<file path="config.mk">
export PLATFORM = sky130hd
export DESIGN_NAME = abkf_mul
export DESIGN_NICKNAME = d
export VERILOG_FILES = /design/src/angle_bias_kalman_filter_macros.svh /design/src/abkf_mul.sv
export SDC_FILE = /design/constraint.sdc
export NUM_CORES = 2
export LEC_CHECK = 0
export ABC_AREA = 1
export BUFFER_PORTS_ARGS = -buffer_cell sky130_fd_sc_hd__buf_2
export CAP_MARGIN = 25
export CORE_MARGIN = 3
export CORE_UTILIZATION = 40
export DETAILED_ROUTE_END_ITERATION = 8
export PLACE_DENSITY = 0.64
export RECOVER_POWER = 50
export SETUP_SLACK_MARGIN = 0.4
export SYNTH_ARGS = -nofsm -noshare
export SYNTH_HDL_FRONTEND = slang
export SYNTH_SLANG_ARGS = --single-unit
</file>
<file path="constraint.sdc">
create_clock -name clock -period 10.91 [get_ports clock]
set_clock_uncertainty 0.15 [all_clocks]
set_input_delay 1.091 -clock clock [delete_from_list [all_inputs] [get_ports clock]]
set_output_delay 1.091 -clock clock [all_outputs]
set_load 0.05 [all_outputs]
</file>
<file path="src/angle_bias_kalman_filter_macros.svh">
// Assertion macros for the angle and bias Kalman filter.
// Used by the top level; relies on ports named clock and reset.
`ifndef ANGLE_BIAS_KALMAN_FILTER_MACROS_SVH
`define ANGLE_BIAS_KALMAN_FILTER_MACROS_SVH
`ifndef SYNTHESIS
`define ABKF_ASSERT(lbl, prop) \
   lbl: assert property (@(posedge clock) disable iff (reset) prop) \
      else $error("assertion failed");
`define ABKF_NEVER(lbl, cond) \
   lbl: assert property (@(posedge clock) disable iff (reset) !(cond)) \
      else $error("forbidden condition seen");
`else
`define ABKF_ASSERT(lbl, prop)
`define ABKF_NEVER(lbl, cond)
`endif
`endif

</file>
<file path="src/abkf_mul.sv">
// Shared signed multiplier with registered, floor-shifted (>>24) product.
// Depends on nothing but the timescale.
`timescale 1ns / 1ps
module abkf_mul (
   input  logic               clock,
   input  logic signed [34:0] op_a,
   input  logic signed [32:0] op_b,
   output logic signed [43:0] prod_ff
);
   logic signed [67:0] full;
   logic signed [43:0] prod_in;

   assign full = op_a * op_b;
   assign prod_in = full[67:24];

   always_ff @(posedge clock) begin
      prod_ff <= prod_in;
   end
endmodule

</file>
== Word-level counts from Yosys, hierarchy flattened ==
Cells that the tools add are included.
Cells by class
  multiply operators: 1
Operators with widths (number)
  $mul 35x33->68: 1
Storage, ports and cells
  flip-flop bits (word level): 44
  input bits: 69
  word-level logic and storage cells: 2

== Depth between registers and ports, before layout ==
  depth in word-level cells: 1
  depth in mapped cells: 33
  mapped depth without buffers: 31

== Worst setup path before layout ==
OpenSTA, ideal clock, no wires.
  path type: input-to-reg
  start: input port op_a[34]
  end: register prod_ff[33]
  library setup time: 112 ps
  arrival time: 8123 ps
  slack: 2524 ps
  stages on the path: 25
  path buffers: 2
  cells stage by stage: clkbuf_1 -> clkbuf_1 -> nand2_1 -> inv_1 -> fa_1 -> fa_1 -> fa_1 -> inv_1 -> fa_1 -> inv_1 -> fa_1 -> fa_1 -> fa_1 -> inv_1 -> fa_1 -> inv_1 -> ha_1 -> a21oi_1 -> a21boi_0 -> o21ai_0 -> o21bai_1 -> a21oi_1 -> nand2_1 -> nand2_1 -> nand2_1
On the way
  cells in the longest elaborated chain, start to end: 1
Ends and longest elaborated chain
  start: declaration: RTL line abkf_mul.sv:6  | input logic signed [34:0] op_a,
  $mul 35x33->68: RTL line abkf_mul.sv:13  | assign full = op_a * op_b;
  net full[57]: RTL line abkf_mul.sv:10  | logic signed [67:0] full;
  end signal: assignment: RTL line abkf_mul.sv:17  | prod_ff <= prod_in;
  end: declaration: RTL line abkf_mul.sv:8  | output logic signed [43:0] prod_ff
The timed path passes the listed nets, and every way through them passes these cells.

== Final worst setup path ==
  start: input port op_a[34]
  end: register prod_ff[28]
The elaborated chain is that of the path after synthesis.

==> flow_summary.json <==
{
  "synthTopCellsByArea": "fa_1, inv_1, nand2_1, ha_1, clkbuf_1",
  "drt_pass1_iterations": 6,
  "ys.warnings.count": 0,
  "clk_path_buf_depth": 2,
  "die_w_microns": 335,
  "synth_fp_nets": 6994,
  "worst-path-max-fanout": 33,
  "rsz0062_at_grt": "no",
  "cts_hold_buffers": 0,
  "cp_top_family": "adder cells",
  "first_global_vias": 36700,
  "syn_to_final_growth_pct": 4.28,
  "drc": 0,
  "start_util_pct": 40.5,
  "row_count": 120,
  "final_antenna_net_count": 0,
  "io_pins": 113,
  "cp-end-kind": "flop",
  "cts-resized-gates": 0,
  "ys_ff_latch": 44,
  "final_nets": 6892,
  "post-cts-setup-buffer-count": 0,
  "drt_first_iter_violations": 2695,
  "die-area_sq_um": 113000,
  "grt_overflow_total": 0,
  "fin_crit_ns": 9.22,
  "cts_root_buffer": "clkbuf_16",
  "final_core_util_pct": 42.2,
  "grt_max_degree": 36,
  "cts-htree-levels": 2,
  "yosysUniqueCellTypes": 32,
  "syn_inst": 5503,
  "clock.fmax_mhz": 108,
  "cp.required_ns": 10.96,
  "fin_setup_tns_ns": 0,
  "slew_violations": 0,
  "status": "finished, final reports clean",
  "cp-start-kind": "input pin",
  "grt_use_total_pct": 25.2,
  "tightestPinTransition_ns": 1.07,
  "die_y_microns": 335,
  "cts_tree": "yes",
  "port_buffers": 112,
  "cts_buffers": 5,
  "criticalPathCategory": "in -> reg",
  "min_path_type": "reg -> out",
  "drive_above_1_share_pct": 2.55,
  "routed_wl_microns": 135000,
  "largest_reg_flops": 44,
  "wl_per_cell_microns": 19.8,
  "period_share_pct": 84.5,
  "regMostFlops": "prod_ff",
  "clk_pin_slew_ns": 0.07,
  "worstPathArrival_ns": 9.27,
  "hpwl_microns": 114000,
  "avgSynthCellArea_sq_um": 7.89,
  "crit_buf_inv": 8,
  "max_cap_viol_count": 0,
  "synth_area_sq_um": 43400,
  "critPathMaxStageDelay_ns": 0.83,
  "cts.sinks": 44,
  "slew_headroom_pct": 28.8,
  "yosys.area.top_type": "fa_1",
  "setup_viol": 0,
  "worst_path_max_delay_cell": "fa_2",
  "viasPerCell": 4.94,
  "reg_top3": "prod_ff: 44 flops",
  "antenna_found_initial": 7,
  "ys_seq_area_share_pct": 2.03,
  "grt_pass1_wl_microns": 217000,
  "vias": 33600,
  "gp_congestion": 1.03,
  "coreArea_sq_um": 107000,
  "synth_top_cell_area_share_pct": 55.6,
  "hold_viol_final": 0
}
-- metal layers --
metal | track usage, % | vias up | wire, microns
met5 | 0 | - | 46
met3 | 3.82 | 273 | 11500
met1 | 34.5 | 17100 | 55200
li1 | - | 14800 | -
met2 | 41.1 | 1443 | 63200
met4 | 8.34 | 6 | 5150
-- layout by cell type, fill, tap and decap left out, types with 2 or more instances in the layout --
master	synthesis	layout
nand2_1	1438	1438
a21boi_0	2	2
buf_2	1	68
diode_2	0	6
nand3_1	66	66
nand2_2	4	4
nand4_1	11	11
xnor2_1	3	3
o21bai_1	8	8
xor2_1	14	14
dfxtp_1	44	44
clkbuf_1	267	44
o21a_1	2	2
o21ai_0	73	73
nor2_1	186	186
buf_4	1	44
or2_2	6	6
nor3_1	7	7
buf_16	0	2
inv_1	1830	1830
fa_1	1206	1205
ha_1	216	216
clkbuf_16	0	5
buf_12	0	2
and3_1	2	2
a21oi_1	101	101
and2_1	2	2
nor4_1	5	5
-- cell families (layout without fill, tap and decap cells) --
group	Yosys count	after routing	synth area share (%)
buf+inv	2100	1999	18.2
fa+ha+maj	1422	1422	61.8
compound gates	188	188	2.25
simple gates	1732	1732	15.4
xor+xnor	17	17	0.343
flops	44	44	2.03
other cells	0	6	0
-- final timing paths --
check                      startpoint                  end  slack, ns  cells past startpoint
hold / removal    prod_ff[27]$_DFF_P_          prod_ff[27]       1.83                      1
setup / recovery             op_a[34]  prod_ff[28]$_DFF_P_       1.69                     25
-- stage by stage --
| stage | std cells | hold WS (ns) | cell area (sq um) | setup WS [ns] |
|---|---|---|---|---|
| floorplan | 5503 | 1.38 | 43400 | 2.52 |
| global placement | 6793 | 1.41 | 45100 | 1.48 |
| detailed placement | 6793 | 1.41 | 45100 | 1.41 |
| CTS | 6801 | 1.76 | 45200 | 1.73 |
| global route | 6808 | 1.86 | 45300 | 1.25 |
| finish | 6811 | 1.83 | 45300 | 1.69 |
-- area by class of cell --
type / count / area, sq um
diodes: 6 / 15.0
clock buffers: 5 / 125
clock inverters: 3 / 46.3
fillers: 10900 / 62100
inverters: 1831 / 6870
multi-input cells: 3359 / 34700
flip-flops and latches: 44 / 881
well taps: 1403 / 1760
repair buffers: 160 / 931
-- cell usage after synthesis --
library cell	instances
o21a_1	2
inv_1	1830
nor2_1	186
and3_1	2
xnor2_1	3
dfxtp_1	44
and2_1	2
nand3_1	66
buf_2	1
nor3_2	1
a21o_1	1
xor2_1	14
a21oi_1	101
a21boi_0	2
nor3_1	7
ha_1	216
o21bai_1	8
a31o_2	1
o21ai_0	73
clkinv_1	1
nand3b_1	1
fa_1	1206
nand2b_1	1
clkbuf_1	267
nand4_1	11
nor2_2	1
or2_2	6
nor2b_1	1
nor4_1	5
buf_4	1
nand2_2	4
nand2_1	1438
Power is left out: the tool's default activity adds up to more than one toggle a clock period on the data nets, which glitch-free logic cannot reach.
