<file path="src/angle_bias_kalman_filter_macros.svh">
// Assertion macros for the angle and bias Kalman filter.
// Used by the top level; relies on ports named clock and reset.
`ifndef ANGLE_BIAS_KALMAN_FILTER_MACROS_SVH
`define ANGLE_BIAS_KALMAN_FILTER_MACROS_SVH
`ifndef SYNTHESIS
`define ABKF_ASSERT(lbl, prop) \
   lbl: assert property (@(posedge clock) disable iff (reset) prop) \
      else $error("assertion failed");
`define ABKF_NEVER(lbl, cond) \
   lbl: assert property (@(posedge clock) disable iff (reset) !(cond)) \
      else $error("forbidden condition seen");
`else
`define ABKF_ASSERT(lbl, prop)
`define ABKF_NEVER(lbl, cond)
`endif
`endif

</file>
<file path="src/abkf_pkg.sv">
// Shared types, constants and saturation helpers for the Kalman filter.
// No dependencies.
`timescale 1ns / 1ps
package abkf_pkg;
   localparam int NUM_CHANNELS = 2;
   localparam int DIV_STEPS = 56;
   localparam int DIV_CNT_W = 6;
   localparam logic [30:0] APN_RESET = 31'd83886;
   localparam logic [30:0] BPN_RESET = 31'd50332;
   localparam logic [30:0] MN_RESET = 31'd15938355;
   localparam logic [23:0] DT_RESET = 24'd33554;
   localparam logic signed [31:0] Q24_ONE = 32'sd16777216;
   localparam logic [1:0] CSR_APN = 2'd0;
   localparam logic [1:0] CSR_BPN = 2'd1;
   localparam logic [1:0] CSR_MN = 2'd2;
   localparam logic [1:0] CSR_DT = 2'd3;

   typedef struct packed {
      logic busy;
      logic done;
   } div_status_type;

   function automatic logic signed [31:0] sat32(input logic signed [47:0] x);
      logic signed [31:0] r;
      if (x > 48'sh0000_7FFF_FFFF) r = 32'sh7FFF_FFFF;
      else if (x < -48'sh0000_8000_0000) r = -32'sh8000_0000;
      else r = x[31:0];
      return r;
   endfunction

   function automatic logic signed [31:0] add_sat(input logic signed [31:0] a,
                                                  input logic signed [43:0] p);
      logic signed [47:0] s;
      s = $signed({{16{a[31]}}, a}) + $signed({{4{p[43]}}, p});
      return sat32(s);
   endfunction

   function automatic logic signed [31:0] sub_sat(input logic signed [31:0] a,
                                                  input logic signed [43:0] p);
      logic signed [47:0] s;
      s = $signed({{16{a[31]}}, a}) - $signed({{4{p[43]}}, p});
      return sat32(s);
   endfunction
endpackage

</file>
<file path="src/abkf_div.sv">
// Bit-serial restoring divider: sat32((num * 2^24) / den), truncating toward zero.
// Depends on abkf_pkg.
`timescale 1ns / 1ps
module abkf_div (
   input  logic                      clock,
   input  logic                      reset,
   input  logic                      start,
   input  logic signed [31:0]        num,
   input  logic [31:0]               den,
   output abkf_pkg::div_status_type  status,
   output logic signed [31:0]        quot
);
   logic [abkf_pkg::DIV_CNT_W-1:0] cnt_ff, cnt_in;
   logic busy_ff, busy_in, done_ff, done_in;
   logic [55:0] q_ff, q_in;
   logic [31:0] rem_ff, rem_in, den_ff, den_in;
   logic neg_ff, neg_in;
   logic [32:0] trial;
   logic [31:0] mag;

   assign trial = {rem_ff, q_ff[55]};
   assign mag = num[31] ? 32'(-num) : num;

   always_comb begin
      cnt_in = cnt_ff;
      busy_in = busy_ff;
      done_in = 1'b0;
      q_in = q_ff;
      rem_in = rem_ff;
      den_in = den_ff;
      neg_in = neg_ff;
      if (start) begin
         cnt_in = (abkf_pkg::DIV_CNT_W)'(abkf_pkg::DIV_STEPS);
         busy_in = 1'b1;
         q_in = {mag, 24'd0};
         rem_in = '0;
         den_in = den;
         neg_in = num[31];
      end else if (busy_ff) begin
         // restore when the trial remainder falls below the divisor
         if (trial >= {1'b0, den_ff}) begin
            rem_in = 32'(trial - {1'b0, den_ff});
            q_in = {q_ff[54:0], 1'b1};
         end else begin
            rem_in = trial[31:0];
            q_in = {q_ff[54:0], 1'b0};
         end
         cnt_in = cnt_ff - 1'b1;
         if (cnt_ff == (abkf_pkg::DIV_CNT_W)'(1)) begin
            busy_in = 1'b0;
            done_in = 1'b1;
         end
      end
   end

   always_comb begin
      if (neg_ff) begin
         if (q_ff > 56'h80000000) quot = -32'sh8000_0000;
         else quot = 32'(-q_ff[31:0]);
      end else begin
         if (q_ff > 56'h7FFFFFFF) quot = 32'sh7FFF_FFFF;
         else quot = q_ff[31:0];
      end
   end

   assign status.busy = busy_ff;
   assign status.done = done_ff;

   always_ff @(posedge clock) begin
      if (reset) begin
         busy_ff <= 1'b0;
         done_ff <= 1'b0;
         cnt_ff <= '0;
      end else begin
         busy_ff <= busy_in;
         done_ff <= done_in;
         cnt_ff <= cnt_in;
      end
      q_ff <= q_in;
      rem_ff <= rem_in;
      den_ff <= den_in;
      neg_ff <= neg_in;
   end
endmodule

</file>
<file path="config.mk">
export PLATFORM = sky130hd
export DESIGN_NAME = abkf_div
export DESIGN_NICKNAME = d
export VERILOG_FILES = /design/src/angle_bias_kalman_filter_macros.svh /design/src/abkf_pkg.sv /design/src/abkf_div.sv
export SDC_FILE = /design/constraint.sdc
export NUM_CORES = 1
export LEC_CHECK = 0
export BUFFER_PORTS_ARGS = -buffer_cell sky130_fd_sc_hd__buf_2
export CAP_MARGIN = 20
export CORE_MARGIN = 2
export CORE_UTILIZATION = 64
export CTS_CLUSTER_SIZE = 16
export DETAILED_ROUTE_END_ITERATION = 6
export PLACE_DENSITY = 0.83
export RECOVER_POWER = 25
export SLEW_MARGIN = 20
export SYNTH_ARGS = -nofsm -noshare
export SYNTH_HDL_FRONTEND = slang
export SYNTH_SLANG_ARGS = --single-unit
export TNS_END_PERCENT = 1
</file>
<file path="constraint.sdc">
create_clock -name clock -period 7.64 [get_ports clock]
set_input_delay 0.382 -clock clock [delete_from_list [all_inputs] [get_ports clock]]
set_output_delay 0.382 -clock clock [all_outputs]
set_load 0.01 [all_outputs]
</file>
== Yosys cells after proc, flatten, opt, wreduce, memory -nomap -nowiden ==
Index checks and enable logic that the tools add are counted.
W data, S select, Z words.
Storage, ports and cells
  input port bits: 67
  RAM bits: 0
  memories: 0
  flip-flop bits (word level): 129
  bits in latches: 0
  word-level logic and storage cells: 35
  output and inout bits: 34
  memory bits (read-only): 0
Operators by class
  equality and inequality tests: 1
  shift operators: 0
  multipliers: 0
  reductions and logical operators: 3
  $add $sub $neg: 4
  div/mod/pow operators: 0
  multiplexer cells: 14
  bitwise gates (word level): 1
  $lt $le $gt $ge: 3
Operator list (number)
  $mux W32: 5
  $mux W56: 2
  $neg A32 Y32: 2
  $gt A56 B31 Y1 const B: 1
  $gt A56 B32 Y1 const B: 1
  $ge A33 B32 Y1: 1
  $sub A32 B32 Y32: 1
  $mux W6: 2
  $eq A6 B1 Y1 const B: 1
  $sub A6 B1 Y6 const B: 1
  $mux W1: 5
  $reduce_or A3 Y1: 1
  $reduce_bool A2 Y1: 1
  $reduce_or A2 Y1: 1
  $not A1 Y1: 1

== Depth between registers and ports, before layout ==
  word-level depth: 4
  gate-level depth with buffers: 14
  gate-level depth less buffers: 12

== Worst setup path before layout ==
OpenSTA, ideal clock, no wires.
  path type: reg2out
  start point: register q_ff[15]
  end point: output quot[16]
  arrival time: 3.280 ns
  setup slack: 3.978 ns
  required time: 7.258 ns
  stages on the path, launching flop included: 10
  buffers on the path: 2
  cells stage by stage: dfxtp_1 -> clkbuf_1 -> or4_1 -> or4_1 -> nor4_2 -> nand4_1 -> o41ai_4 -> nand3_1 -> clkbuf_1 -> o311ai_0
Between the ends
  cells in the longest elaborated chain, start to end: 3
Ends and longest elaborated chain
  from (decl): line abkf_div.sv:15  | logic [55:0] q_ff, q_in;
  from (signal assigned): line abkf_div.sv:79  | q_ff <= q_in;
  $gt A56 B31 Y1, or another cell as far along: line abkf_div.sv:61  | if (q_ff > 56'h7FFFFFFF) quot = 32'sh7FFF_FFFF;
  $mux W32, on equally long branches: line abkf_div.sv:61, abkf_div.sv:58
  $mux W32 *: line abkf_div.sv:57  | if (neg_ff) begin
  to (decl): line abkf_div.sv:11  | output logic signed [31:0] quot
Mark *: on every way between the ends. The rest lies on a longest branch, timed or not.

== Worst setup path after layout ==
  start point: register q_ff[1]
  end point: output quot[9]
Same word-level chain as after synthesis.

==> impl_metrics.py <==
metrics = {
    "clock_network": {
        "cts_resized": 0,
        "cts_buffers": 17,
        "postCtsHoldBufs": 0,
        "cts_tree": "yes",
        "postCtsSetupBuffers": 0,
        "clock_latency_ns": 0.43,
        "cts.clk_slew.worst_paths_ns": 0.06,
        "cts_sinks": 129,
        "cts.htree.levels": 4,
        "cts_buffer_depth": 2,
        "cts_root_buf": "clkbuf_16",
    },
    "finish": {
        "fill_cells": 996,
        "fin_nets": 1134,
        "final_cell_mix": "nand2_1, nor2_1, buf_2",
        "area_growth_pct": 13.4,
        "multi_input_area_sq_um": 4660,
        "seq_area_sq_um": 3240,
        "finalNonFillerCells": 1215,
        "antennaDiodeCount": 0,
        "layout_commonest_cell": "nand2_1",
        "layout-drive-gt1-share_pct": 15.2,
    },
    "logic_synthesis": {
        "ys_warn_count": 0,
        "synth_area_sq_um": 8310,
        "ys_ff_latch": 129,
        "synthArstFlopShare_pct": 0,
        "ys.flop_type": "edfxtp_1",
        "synth.distinct_cells": 71,
        "syn-num-nets": 1065,
        "synth_cells": 961,
        "synth_edf_count": 65,
        "yosysSeqAreaShare_pct": 38.9,
        "synth.avg_cell_area_sq_um": 8.65,
    },
    "sta": {
        "slew_violations": 101,
        "fin_crit_ns": 4.80,
        "final_hold_viol_count": 0,
        "finalSetupViolations": 0,
        "setup-tns-final_ns": 0,
        "rsz0062_at_grt": "no",
        "worst_slew_pin_slew_ns": 2.73,
        "max-slew-margin-rel_pct": -82.1,
        "skew_ns": 0.00679,
        "max_freq_mhz": 209,
        "post-route-period-util_pct": 62.8,
    },
    "status": {
        "violations": "capacitance limit, slew limit",
        "status": "finished, violations left",
    },
    "route": {
        "routed_wirelength_um": 19300,
        "antenna_left": 0,
        "drt_iter0_drc": 862,
        "drtPass1Iterations": 6,
        "dr_total_vias": 7444,
        "drcViolationCount": 0,
        "post_drt_via_cell_ratio": 6.13,
        "post_drt_wl_per_cell_um": 15.9,
    },
    "global_routing": {
        "grt_max_degree": 85,
        "overflow": 0,
        "grt_antenna_before_repair": 0,
        "grt_use_total_pct": 28.0,
        "grt_pass1_wl_um": 32100,
        "grt_pass1_vias": 6765,
    },
    "power": {
        "cellLeakagePower_nw": 3.90,
        "power_density_nw_per_um2": 212,
        "ir_drop_mv": 0.210,
    },
    "worst_setup_path": {
        "crit_chain": "inv_1 > ha_1 > or3b_2 > or4_1 > nor4_2 > nand4_1 > o41ai_4 > nand3_1 > o311ai_0 > buf_2",
        "slowest_stage": "o311ai_0",
        "end_kind": "output pin",
        "crit_arrival_ns": 4.41,
        "max_stage_delay_ns": 0.56,
        "path_max_fanout": 12,
        "rrSetupSlack_ns": 3.82,
        "cp_data_required_time_ns": 7.26,
        "critical_path_class": "flip-flop to output pin",
        "cp-start-kind": "flip-flop",
    },
    "die": {
        "die_w_um": 118,
        "die_area_sq_um": 13900,
        "initial_core_util_pct": 65.6,
        "rows": 41,
        "ios": 101,
        "die_h_um": 118,
        "core_area_sq_um": 12700,
    },
    "run": {
        "cap_viol_max_count": 2,
    },
    "place": {
        "portBuffers": 100,
        "dp_cells": 1183,
        "dp_hpwl_um": 12700,
        "gp_congestion": 0.934,
    },
    "hold_path": {
        "holdCritPathClass": "input pin to flip-flop",
    },
}
==> worst max-delay path: cells and delay by family, from the launching register on <==
| family | cells | cell delay (ns) |
|---|---|---|
| adder cells (fa/ha/maj) | 1 | 0.16 |
| flip-flops | 1 | 0.35 |
| AND/OR/NAND/NOR | 5 | 2.10 |
| AO/OA/AOI/OAI | 2 | 1.07 |
| buffers and inverters | 2 | 0.31 |
==> synth_stat cells, types with 21 or more instances <==
master | n | area (sq um)
mux2i_1 | 25 | 250
xnor2_1 | 21 | 184
o21ai_0 | 72 | 360
nor2_1 | 102 | 383
inv_1 | 52 | 195
clkbuf_1 | 45 | 169
a311oi_1 | 31 | 272
ha_1 | 36 | 450
nor3_1 | 23 | 115
xor2_1 | 43 | 377
dfxtp_1 | 64 | 1280
edfxtp_1 | 65 | 1950
nand2_1 | 123 | 462
a21oi_1 | 42 | 210
==> path summary, 6_finish.rpt <==
kind,startpoint,end,cells after the start
worst max-delay path,q_ff[1]$_SDFFE_PP0P_,quot[9],10
worst min-delay path,den[6],den_ff[6]$_DFFE_PP_,1
worst max register to register,den_ff[1]$_DFFE_PP_,rem_ff[26]$_SDFFE_PP0P_,11
worst min register to register,rem_ff[7]$_SDFFE_PP0P_,rem_ff[8]$_SDFFE_PP0P_,2
==> state kept, by name (all words and copies together), names as in the netlist <==
| name | flops |
|---|---|
| neg_ff | 1 |
| rem_ff | 32 |
| q_ff | 56 |
| done_ff | 1 |
| cnt_ff | 6 |
| den_ff | 32 |
| busy_ff | 1 |
==> metrics by stage <==
step | total power (W) | hold WS, ns | setup slack (ns) | cell area, sq um | utilization (%)
final | 0.00200 | 0.129 | 2.84 | 9430 | 74.4
after global routing | 0.00208 | 0.122 | 2.65 | 9430 | 74.4
after CTS | 0.00200 | 0.117 | 2.93 | 9440 | 74.5
after detailed placement | 0.00120 | 0.486 | 3.44 | 8850 | 69.8
after global placement | 0.00119 | 0.483 | 3.69 | 8850 | 69.8
after floorplan | 0.00110 | 0.456 | 3.98 | 8310 | -
==> cells by family after synthesis <==
family / Yosys count / share of synthesized area [%]
adder cells (fa/ha/maj): 37 / 5.66
buffers and inverters: 107 / 5.07
flip-flops: 129 / 38.9
multiplexers: 26 / 3.15
AND/OR/NAND/NOR: 351 / 20.2
AO/OA/AOI/OAI: 247 / 20.3
XOR/XNOR: 64 / 6.74
==> power by group <==
| group | leakage (nW) | internal [W] | total (W) | switching [W] |
|---|---|---|---|---|
| sequential | 1.18 | 0.000785 | 0.000833 | 0.0000489 |
| clock | 0.282 | 0.000497 | 0.000802 | 0.000305 |
| combinational | 2.44 | 0.000152 | 0.000366 | 0.000214 |
==> layer usage <==
layer | wire length [um] | global-route usage (%) | part of all wire [%]
met1 | 9010 | 39.3 | 47
met2 | 8880 | 43.9 | 46
met3 | 1180 | 6.01 | 6.1
met4 | 264 | 7.83 | 1.4
met5 | 0 | 0 | 0
==> layout make-up <==
class,count,area share (%)
Clock inverter,12,1.41
Timing Repair Buffer,104,5.55
Sequential cell,129,34.3
Multi-Input combinational cell,725,49.5
Clock buffer,20,4.85
Tap cell,172,2.28
Inverter,53,2.11
No activity file was read; power rests on OpenSTA's default activity.
